**config.mk**
```make
export PLATFORM = sky130hd
export DESIGN_NAME = button_debounce_long_press_unit
export DESIGN_NICKNAME = d
export VERILOG_FILES = /design/src/bdlp_pkg.sv /design/src/bdlp_state_ram.sv /design/src/bdlp_update.sv /design/src/button_debounce_long_press_unit.sv
export VERILOG_INCLUDE_DIRS = /design/src /design/src/src
export SDC_FILE = /design/constraint.sdc
export NUM_CORES = 1
export LEC_CHECK = 0
export BUFFER_PORTS_ARGS = -buffer_cell sky130_fd_sc_hd__buf_2
export CAP_MARGIN = 10
export CORE_MARGIN = 10
export CORE_UTILIZATION = 35
export CTS_CLUSTER_DIAMETER = 60
export CTS_CLUSTER_SIZE = 25
export DETAILED_ROUTE_END_ITERATION = 12
export RECOVER_POWER = 100
export SETUP_SLACK_MARGIN = 0.4
export SLEW_MARGIN = 20
export SYNTH_ARGS = -nofsm -noshare
export SYNTH_HDL_FRONTEND = slang
export SYNTH_HIERARCHICAL = 1
export SYNTH_SLANG_ARGS = --single-unit
```
**constraint.sdc**
```tcl
create_clock -name clk -period 8.5 [get_ports clk]
set_clock_uncertainty 0.2 [all_clocks]
set_input_delay 0.85 -clock clk [delete_from_list [all_inputs] [get_ports clk]]
set_output_delay 0.85 -clock clk [all_outputs]
set_load 0.05 [all_outputs]
```
**src/assert_macros.svh**
```systemverilog
// Assertion macros used by the debounce unit's top-level RTL file
`ifndef ASSERT_MACROS_SVH
`define ASSERT_MACROS_SVH

`ifndef SYNTHESIS

// Check that a condition implies another in the same cycle
`define ASSERT_IMPLIES(label, clk, rst_n, a, b) \
	label: assert property (@(posedge clk) disable iff (!rst_n) (a) |-> (b)) \
		else $error("implication check failed");

// Check that a condition implies another in the next cycle
`define ASSERT_NEXT(label, clk, rst_n, a, b) \
	label: assert property (@(posedge clk) disable iff (!rst_n) (a) |=> (b)) \
		else $error("next-cycle check failed");

`else

`define ASSERT_IMPLIES(label, clk, rst_n, a, b)
`define ASSERT_NEXT(label, clk, rst_n, a, b)

`endif

`endif

```
**src/bdlp_pkg.sv**
```systemverilog
// Types and constants of the button debounce and long-press unit
package bdlp_pkg;

	localparam int BUTTON_COUNT = 16;
	localparam int ADDR_W = (BUTTON_COUNT > 1) ? $clog2(BUTTON_COUNT) : 1;
	localparam int IDX_W = 4;
	localparam int TIME_W = 32;
	localparam int CFG_W = 16;
	localparam int CFG_IDX_W = 1;
	localparam int IN_DATA_W = 40;
	localparam int OUT_DATA_W = 8;

	// Configuration register indexes
	typedef enum logic [CFG_IDX_W-1:0] {
		REG_DEBOUNCE   = 1'b0,
		REG_LONG_PRESS = 1'b1
	} cfg_reg_t;

	localparam logic [CFG_W-1:0] DEBOUNCE_RESET = 16'd20;
	localparam logic [CFG_W-1:0] LONG_PRESS_RESET = 16'd500;

	// Event codes
	typedef enum logic [1:0] {
		ACT_PRESSED  = 2'd0,
		ACT_LONG     = 2'd1,
		ACT_RELEASED = 2'd2
	} action_t;

	// Per-button state kept in the state memory
	typedef struct packed {
		logic              debounced;
		logic              last_raw;
		logic [TIME_W-1:0] last_change;
		logic [TIME_W-1:0] press_start;
		logic              long_rep;
	} entry_t;

	localparam entry_t ENTRY_RESET = '{
		debounced:   1'b0,
		last_raw:    1'b1,
		last_change: '0,
		press_start: '0,
		long_rep:    1'b0
	};

	// Event produced by one sample
	typedef struct packed {
		logic    valid;
		action_t action;
	} event_t;

endpackage

```
**src/bdlp_state_ram.sv**
```systemverilog
// Per-button state memory with valid bits and write-to-read forwarding
module bdlp_state_ram
	import bdlp_pkg::*;
(
	input  logic              clk,
	input  logic              arst_n,
	input  logic              rd_en,
	input  logic [ADDR_W-1:0] rd_addr,
	input  logic              wr_en,
	input  logic [ADDR_W-1:0] wr_addr,
	input  entry_t            wr_data,
	output entry_t            rd_data
);

	entry_t mem [BUTTON_COUNT];
	logic [BUTTON_COUNT-1:0] valid_q;
	entry_t rd_q;
	logic rd_valid_q;
	logic fwd;

	assign fwd = wr_en && (wr_addr == rd_addr);

	// Write the updated entry
	always_ff @(posedge clk) begin
		if (wr_en) begin
			mem[wr_addr] <= wr_data;
		end
	end

	// Mark entries written since reset
	always_ff @(posedge clk or negedge arst_n) begin
		if (!arst_n) begin
			valid_q <= '0;
		end else if (wr_en) begin
			valid_q[wr_addr] <= 1'b1;
		end
	end

	// Read with bypass of a write landing in the same cycle
	always_ff @(posedge clk) begin
		if (rd_en) begin
			if (fwd) begin
				rd_q       <= wr_data;
				rd_valid_q <= 1'b1;
			end else begin
				rd_q       <= mem[rd_addr];
				rd_valid_q <= valid_q[rd_addr];
			end
		end
	end

	// An entry never written reads as its reset value
	assign rd_data = rd_valid_q ? rd_q : ENTRY_RESET;

endmodule

```
**src/bdlp_update.sv**
```systemverilog
// Debounce and long-press update of one button's state entry
module bdlp_update
	import bdlp_pkg::*;
(
	input  entry_t            cur,
	input  logic              raw_pressed,
	input  logic [TIME_W-1:0] now_ms,
	input  logic [CFG_W-1:0]  debounce_time,
	input  logic [CFG_W-1:0]  long_press_time,
	output entry_t            nxt,
	output event_t            ev
);

	logic              changed;
	logic [TIME_W-1:0] change_time;
	logic [TIME_W-1:0] since_change;
	logic [TIME_W-1:0] since_press;
	logic              stable;
	logic              held;

	// Elapsed times, wrapping
	assign changed      = raw_pressed != cur.last_raw;
	assign change_time  = changed ? now_ms : cur.last_change;
	assign since_change = now_ms - change_time;
	assign since_press  = now_ms - cur.press_start;
	assign stable       = since_change >= TIME_W'(debounce_time);
	assign held         = since_press >= TIME_W'(long_press_time);

	// Advance the state and pick the event
	always_comb begin
		nxt             = cur;
		nxt.last_raw    = raw_pressed;
		nxt.last_change = change_time;
		ev.valid        = 1'b0;
		ev.action       = ACT_PRESSED;
		if (stable) begin
			priority if (raw_pressed && !cur.debounced) begin
				nxt.debounced   = 1'b1;
				nxt.press_start = now_ms;
				nxt.long_rep    = 1'b0;
				ev.valid        = 1'b1;
				ev.action       = ACT_PRESSED;
			end else if (raw_pressed && !cur.long_rep) begin
				if (held) begin
					nxt.long_rep = 1'b1;
					ev.valid     = 1'b1;
					ev.action    = ACT_LONG;
				end
			end else if (!raw_pressed && cur.debounced) begin
				nxt.debounced = 1'b0;
				ev.valid      = 1'b1;
				ev.action     = ACT_RELEASED;
			end else begin
				// Hold: stable level with nothing to report
			end
		end
	end

endmodule

```
**src/button_debounce_long_press_unit.sv**
```systemverilog
// Debounces active-low buttons and reports pressed, long-pressed and released events.
//
// Input stream: one sample of one button per transfer; tdata carries the button index,
// the raw pin level (0 = pressed) and the current millisecond time.
// Output stream: one event per sample that causes one (button and action code);
// samples that cause no event, and samples of buttons past the last, produce nothing.
// Configuration: write debounce_time (index 0) or long_press_time (index 1) with
// cfg_we; write only while no sample is in flight.
// An event passes through the update stage and the output register before it is
// presented. Throughput: one sample per cycle unless the output stalls, set by the
// single read-modify-write of the per-button state memory; a write-to-read bypass
// lets the same button follow at once.
// Reset: configuration returns to 20 ms and 500 ms; per-entry valid bits make every
// button read as released, with no clearing pass.
// Stall: when the output register is full and not taken, the update stage holds and
// s_axis_tready falls until the event is transferred.
`include "assert_macros.svh"

module button_debounce_long_press_unit
	import bdlp_pkg::*;
(
	input  logic                  clk,
	input  logic                  arst_n,
	input  logic                  s_axis_tvalid,
	output logic                  s_axis_tready,
	// [3:0] button_index, [4] pin_level, [36:5] now_ms, [39:37] zero
	input  logic [IN_DATA_W-1:0]  s_axis_tdata,
	output logic                  m_axis_tvalid,
	input  logic                  m_axis_tready,
	// [3:0] event_button, [5:4] event_action, [7:6] zero
	output logic [OUT_DATA_W-1:0] m_axis_tdata,
	input  logic                  cfg_we,
	input  logic [CFG_IDX_W-1:0]  cfg_index,
	input  logic [CFG_W-1:0]      cfg_wdata
);

	logic [IDX_W-1:0]  in_button;
	logic              in_level;
	logic [TIME_W-1:0] in_now;
	logic              in_fire;

	logic [CFG_W-1:0] debounce_q;
	logic [CFG_W-1:0] long_press_q;

	logic              valid_s1;
	logic              hit_s1;
	logic [ADDR_W-1:0] addr_s1;
	logic [IDX_W-1:0]  button_s1;
	logic              raw_s1;
	logic [TIME_W-1:0] now_s1;
	logic              adv_s1;

	entry_t cur_entry;
	entry_t nxt_entry;
	event_t ev;
	event_t ev_s1;
	logic   wr_en;

	logic             out_valid_q;
	logic [IDX_W-1:0] out_button_q;
	action_t          out_action_q;

	assign in_button = s_axis_tdata[IDX_W-1:0];
	assign in_level  = s_axis_tdata[IDX_W];
	assign in_now    = s_axis_tdata[IDX_W+TIME_W:IDX_W+1];

	// Configuration registers
	always_ff @(posedge clk or negedge arst_n) begin
		if (!arst_n) begin
			debounce_q   <= DEBOUNCE_RESET;
			long_press_q <= LONG_PRESS_RESET;
		end else if (cfg_we) begin
			unique case (cfg_reg_t'(cfg_index))
				REG_DEBOUNCE:   debounce_q   <= cfg_wdata;
				REG_LONG_PRESS: long_press_q <= cfg_wdata;
				default: ;
			endcase
		end
	end

	// Handshake: update stage advances when the output register can take its result
	assign adv_s1        = valid_s1 && (!out_valid_q || m_axis_tready);
	assign s_axis_tready = !valid_s1 || adv_s1;
	assign in_fire       = s_axis_tvalid && s_axis_tready;
	assign wr_en         = adv_s1 && hit_s1;

	// Update stage control
	always_ff @(posedge clk or negedge arst_n) begin
		if (!arst_n) begin
			valid_s1 <= 1'b0;
		end else if (s_axis_tready) begin
			valid_s1 <= s_axis_tvalid;
		end
	end

	// Update stage payload
	always_ff @(posedge clk) begin
		if (in_fire) begin
			hit_s1    <= {{(7-IDX_W){1'b0}}, in_button} < 7'(BUTTON_COUNT);
			addr_s1   <= ADDR_W'(in_button);
			button_s1 <= in_button;
			raw_s1    <= !in_level;
			now_s1    <= in_now;
		end
	end

	bdlp_state_ram u_ram (
		.clk     (clk),
		.arst_n  (arst_n),
		.rd_en   (in_fire),
		.rd_addr (ADDR_W'(in_button)),
		.wr_en   (wr_en),
		.wr_addr (addr_s1),
		.wr_data (nxt_entry),
		.rd_data (cur_entry)
	);

	bdlp_update u_update (
		.cur             (cur_entry),
		.raw_pressed     (raw_s1),
		.now_ms          (now_s1),
		.debounce_time   (debounce_q),
		.long_press_time (long_press_q),
		.nxt             (nxt_entry),
		.ev              (ev)
	);

	// Drop events of samples outside the button range
	always_comb begin
		ev_s1       = ev;
		ev_s1.valid = ev.valid && valid_s1 && hit_s1;
	end

	// Output register control
	always_ff @(posedge clk or negedge arst_n) begin
		if (!arst_n) begin
			out_valid_q <= 1'b0;
		end else if (adv_s1) begin
			out_valid_q <= ev_s1.valid;
		end else if (m_axis_tready) begin
			out_valid_q <= 1'b0;
		end
	end

	// Output register payload
	always_ff @(posedge clk) begin
		if (adv_s1 && ev_s1.valid) begin
			out_button_q <= button_s1;
			out_action_q <= ev_s1.action;
		end
	end

	assign m_axis_tvalid = out_valid_q;
	assign m_axis_tdata  = {{(OUT_DATA_W-IDX_W-2){1'b0}}, out_action_q, out_button_q};

	// Checks
	`ASSERT_NEXT(a_event_reaches_output, clk, arst_n, adv_s1 && ev_s1.valid, m_axis_tvalid)
	`ASSERT_IMPLIES(a_event_needs_item, clk, arst_n, ev_s1.valid, valid_s1 && hit_s1)
	`ASSERT_IMPLIES(a_long_needs_press, clk, arst_n, ev_s1.valid && ev_s1.action == ACT_LONG, cur_entry.debounced)
	`ASSERT_IMPLIES(a_write_needs_advance, clk, arst_n, wr_en, valid_s1 && (!out_valid_q || m_axis_tready))

endmodule

```
# --- Word level (Yosys, flattened, before mapping) ---
# Memories as Yosys holds them, arrays and structs flattened. A register that Yosys moved wholly into a read port is not among the register bits.
# Cells that the tools add are included.
word_totals:
  reg_bits: 94
  mem_bits_rw: 1072
  output_inout_bits: 10
  memories: 1
op_classes:
  add_sub_neg: 2
  order_cmp: 5
  n_eq_ne: 2
  n_mux: 24
  bitwise: 3
  reduce_logical: 21
mem_list:
  columns: ["name", "words", "width", "rd", "rd_clocked_by_memory_dff", "wr", "line", "source"]
  rows:
  - ["u_ram.mem", 16, 67, 1, 1, 1, "bdlp_state_ram.sv:15", "entry_t mem [BUTTON_COUNT];"]
op_table:
  columns: ["operator", "n"]
  rows:
  - ["2-to-1 mux 67 bit", 1]
  - [">= comparator 32 x 16 -> 1 bit", 2]
  - ["2-to-1 mux 32 bit", 2]
  - ["subtractor 32 bit", 2]
  - ["2-to-1 mux 33 bit", 1]
  - ["bitwise OR 16 bit", 1]
  - ["2-to-1 mux 3 bit", 5]
  - ["2-to-1 mux 1 bit", 13]
  - ["less-than comparator 4 x 5 -> 1 bit, second input constant", 2]
  - ["logical AND 1 bit", 9]
  - ["logical NOT 1 bit", 6]
  - ["binary-select mux 1 bit (select 4 bit)", 1]
  - ["demux 1 bit (select 4 bit)", 1]
  - ["equality test 4 bit", 1]
  - [">= comparator 4 x 1 -> 1 bit, second input constant", 1]
  - ["AND reduction 2 bit", 2]
  - ["logical OR 1 bit", 2]
  - ["inverter 1 bit", 2]
  - ["nonzero test 2 bit", 1]
  - ["OR reduction 2 bit", 1]
  - ["inequality test 1 bit", 1]

# --- Depth between registers and ports, before layout ---
depth:
  ltp_word: 9
  ltp_mapped: 30

# --- By module ---
# Netlist, hierarchy kept.
by_module_without_submodules:
  columns: ["mod", "instances", "cells_each", "area_per_inst_um2", "seq_area_each_um2"]
  rows:
  - ["bdlp_state_ram", 1, 1921, 44048.5, 34633.2]
  - ["bdlp_update", 1, 908, 5978.2, 0.0]
  - ["button_debounce_long_press_unit", 1, 126, 2667.6, 2152.1]

# --- Worst setup path before layout ---
# No wires, ideal clock.
synth_path:
  path_type: "flip-flop to flip-flop"
  startpoint: "register, netlist name u_ram/rd_valid_q"
  endpoint: "register, netlist name u_ram/rd_q[0]"
  setup_time_ps: 136
  arrival_time_ps: 6964
  slack_ps: 1200
  stages_incl_launch_ff: 29
  period_less_slack_ps: 7300
  cell_sequence: "edfxtp_1 clkbuf_1 nand2b_1 xnor2_1 buf_2 buf_1 o21ai_0 ha_1 inv_1 fa_1 or2_2 o221ai_1 a211oi_2 o21a_1 a21oi_1 xnor2_1 ha_1 nor2b_1 o21ai_0 o21ai_0 a2111oi_0 nand3_1 nor4_1 nand4_1 nor4b_4 nor2_2 buf_6 nor3_1 mux2_2"

==> results.sh <==
export IMPL_ff2ff_setup_slack_ns=0.71
export IMPL_synth_mux_area_share_pct=15.0
export IMPL_cts_tree="done"
export IMPL_drt_wl_total_um=136000
export IMPL_setup_ws_ns=0.486
export IMPL_h_tree_depth=3
export IMPL_cts_hold_fix_buffers=0
export IMPL_mostFrequentLayoutCell="edfxtp_1"
export IMPL_worstSetupStartpointType="input port"
export IMPL_grt_antenna_before_repair=17
export IMPL_p_leak_nw=19.1
export IMPL_post_cts_buffers=0
export IMPL_fmax_mhz=125
export IMPL_nets=3179
export IMPL_vdd_drop_max_mv=0.141
export IMPL_avgSynthCellArea_um2=17.8
export IMPL_arrival_ns=8.26
export IMPL_core_area_mm2=0.150
export IMPL_power_density_mw_per_mm2=238
export IMPL_place_gp_congestion=0.893
export IMPL_cts_resized=0
export IMPL_io_buffers=66
export IMPL_tightest_slew_ns=4.63
export IMPL_r2r_start="raw_s1"
export IMPL_path_max_fanout=67
export IMPL_violations="capacitance limit, slew limit"
export IMPL_outcome="finished with violations"
export IMPL_synthArstFlopShare_pct=4.06
export IMPL_ff2ff_path_depth=24
export IMPL_clock_sinks=1233
export IMPL_setup_violations=0
export IMPL_min_path_cells=1
export IMPL_synthToLayoutAreaGrowth_pct=10.9
export IMPL_grt_pass1_wl_um=198000
export IMPL_ioPinCount=72
export IMPL_first_pass_iters=6
export IMPL_synth_edff_count=1183
export IMPL_num_vias=27969
export IMPL_drc=0
export IMPL_die_w_um=408
export IMPL_dpl_hpwl_um=76500
export IMPL_holdPathEnd="now_s1[31]"
export IMPL_r2r_end="u_ram/rd_q[32]"
export IMPL_end_kind="flop"
export IMPL_maxSlewHeadroom_pct=-209
export IMPL_multi_input_area_mm2=0.0148
export IMPL_drtIter0Drc=2798
export IMPL_initial_core_util_pct=35.2
export IMPL_detail_route_antenna_nets=0
export IMPL_rsz0062_at_grt="no"
export IMPL_clockBufferDepth=3
export IMPL_hold_viol_final=0
export IMPL_numCtsBuffers=87
export IMPL_wl_per_cell_um=26.5
export IMPL_grt_pass1_vias=28219
export IMPL_post_route_period_util_pct=94.3
export IMPL_synthAdderAreaFrac_pct=2.28
export IMPL_maxCapViolCount=42
export IMPL_yosys_area_share_simple_pct=4.92
export IMPL_final_max_slew_viol_count=1452
export IMPL_netlist_area_mm2=0.0527
export IMPL_hold_start="s_axis_tdata[36]"
export IMPL_synthDistinctLibCells=78
export IMPL_layout_common_cells="edfxtp_1, mux4_2, nand2_1"
export IMPL_grt_max_degree=131
export IMPL_ys_seq_elements=1233
export IMPL_synthFlopType="edfxtp_1"
export IMPL_fillers=13569
export IMPL_synth_top_family_by_area="multiplexers"
export IMPL_synth_cells=2955
export IMPL_grt_usage_pct=15.9
export IMPL_via_per_inst=5.47
export IMPL_worstSkewPairLatency_ns=0.72
export IMPL_overflow=0
export IMPL_synth_xor_xnor_area_share_pct=0.781
export IMPL_die_h_um=408
export IMPL_num_rows=142
export IMPL_synth_compound_area_share_pct=4.96
export IMPL_path_clk_slew_ns=0.08
export IMPL_synth_seq_area_share_pct=69.8
export IMPL_place_worst_setup_slack_ns=1.03
export IMPL_drive_above_1_share_pct=21.4
export IMPL_final_min_clock_period_ns=8.01
export IMPL_die_area_mm2=0.166
export IMPL_yosysWarnings=6
export IMPL_seq_area_mm2=0.0368
export IMPL_cts_root_buf="clkbuf_16"
export IMPL_hold_path_class="in -> reg"
export IMPL_path_class="in -> reg"
export IMPL_cp_required_ns=8.74
export IMPL_tns_ns=0
## Yosys cell counts, types with 5 or more instances
cell       count  area [µm²]
a2111oi_0      6        52.6
a211oi_1      10        75.1
a21o_1        21         158
a21oi_1       86         430
a221oi_1       5        43.8
a22oi_1      134        1010
a31oi_1        7        43.8
and2_1       102         638
and3_1         8        50.1
buf_1         20        75.1
buf_2         24         120
buf_6         18         203
clkbuf_1      87         327
dfrtp_1       42        1050
dfstp_2        8         210
edfxtp_1    1183       35500
ha_1          92        1150
inv_1        112         420
mux2_2        95        1070
mux2_4        37         556
mux2i_1       12         120
mux4_2       273        6150
nand2_1      188         706
nand2b_1      25         156
nand3_1       23         115
nand3b_1       5        37.5
nand4_1       23         144
nor2_1        58         218
nor2b_1       17         106
nor3_1        21         105
nor4_1         6        37.5
o211ai_1       9        67.6
o21a_1        11        82.6
o21ai_0       51         255
o21bai_1       6        45.0
or2_2         20         125
xnor2_1       28         245
xor2_1        19         166
## registers in the layout, summed over array words and instances (netlist names)
signal            flops
m_axis_tvalid         1
raw_s1                1
u_ram/valid_q        16
long_press_q         16
button_s1             4
out_action_q          2
u_ram/rd_valid_q      1
u_ram/mem          1072
now_s1               32
out_button_q          4
debounce_q           16
valid_s1              1
u_ram/rd_q           67
## worst max-delay path: stages
cell      delay, ns
clkbuf_1       3.18
xnor2_1        0.28
nand2_1        0.17
nor4_4         0.14
clkbuf_1       2.00
clkbuf_4       1.06
mux2_2         0.42
## how the worst max path moves through the flow
stage | start | end | slack, ns | cells after the start
2_1_floorplan | u_ram/rd_valid_q | u_ram/rd_q[0] | 1.20 | 28
3_3_place_gp | u_ram/rd_q[65] | u_ram/rd_q[32] | 1.06 | 28
3_5_place_dp | u_ram/rd_valid_q | u_ram/rd_q[32] | 1.03 | 28
4_1_cts | u_ram/rd_valid_q | u_ram/rd_q[32] | 0.97 | 28
5_1_grt | s_axis_tdata[1] | u_ram/rd_q[54] | 0.28 | 7
6_report | s_axis_tdata[1] | u_ram/rd_q[16] | 0.49 | 7
## metal layers
layer	global-route usage, %	vias to the layer above	routed length, µm
met4	4.11	6	2950
li1	-	11931	-
met2	24.4	1067	61700
met1	23.4	14791	60200
met3	2.64	174	10700
met5	0	-	39
## final cells by class
| cell class | instances | area share [%] |
|---|---|---|
| sequential | 1233 | 63.0 |
| timing repair buffer | 132 | 1.21 |
| clock buffer | 91 | 3.83 |
| inverter | 112 | 0.720 |
| multi-input combinational | 1457 | 25.3 |
| tap | 2016 | 4.32 |
| clock inverter | 71 | 1.67 |
| antenna | 3 | 0.0129 |
## kinds of logic (layout without fill, tap and decap cells)
group,Yosys count,after routing
multiplexers,417,417
AND/OR/NAND/NOR,513,513
XOR/XNOR,47,47
AO/OA/AOI/OAI,383,383
buffers and inverters,266,406
flip-flops,1233,1233
other,1,5
adder cells (fa/ha/maj),95,95
## power by group
group	leakage [nW]	switching (mW)	internal, mW
clock	1.55	2.40	2.20
combinational	6.15	1.36	0.749
sequential	11.4	0.0901	7.10
## metrics by stage
step / instances / power [mW] / hold WS (ns) / instance area [µm²] / util (%)
2_1_floorplan: 2956 / 8.74 / 0.224 / 52700 / -
5_1_grt: 5113 / 14.5 / 0.0950 / 58400 / 39.0
6_report: 5115 / 13.9 / 0.111 / 58400 / 39.0
3_3_place_gp: 4950 / 9.40 / 0.243 / 55500 / 37.1
3_5_place_dp: 4950 / 9.42 / 0.249 / 55500 / 37.1
4_1_cts: 5112 / 14.0 / 0.0689 / 58700 / 39.2
No activity file was read; power rests on OpenSTA's default activity.
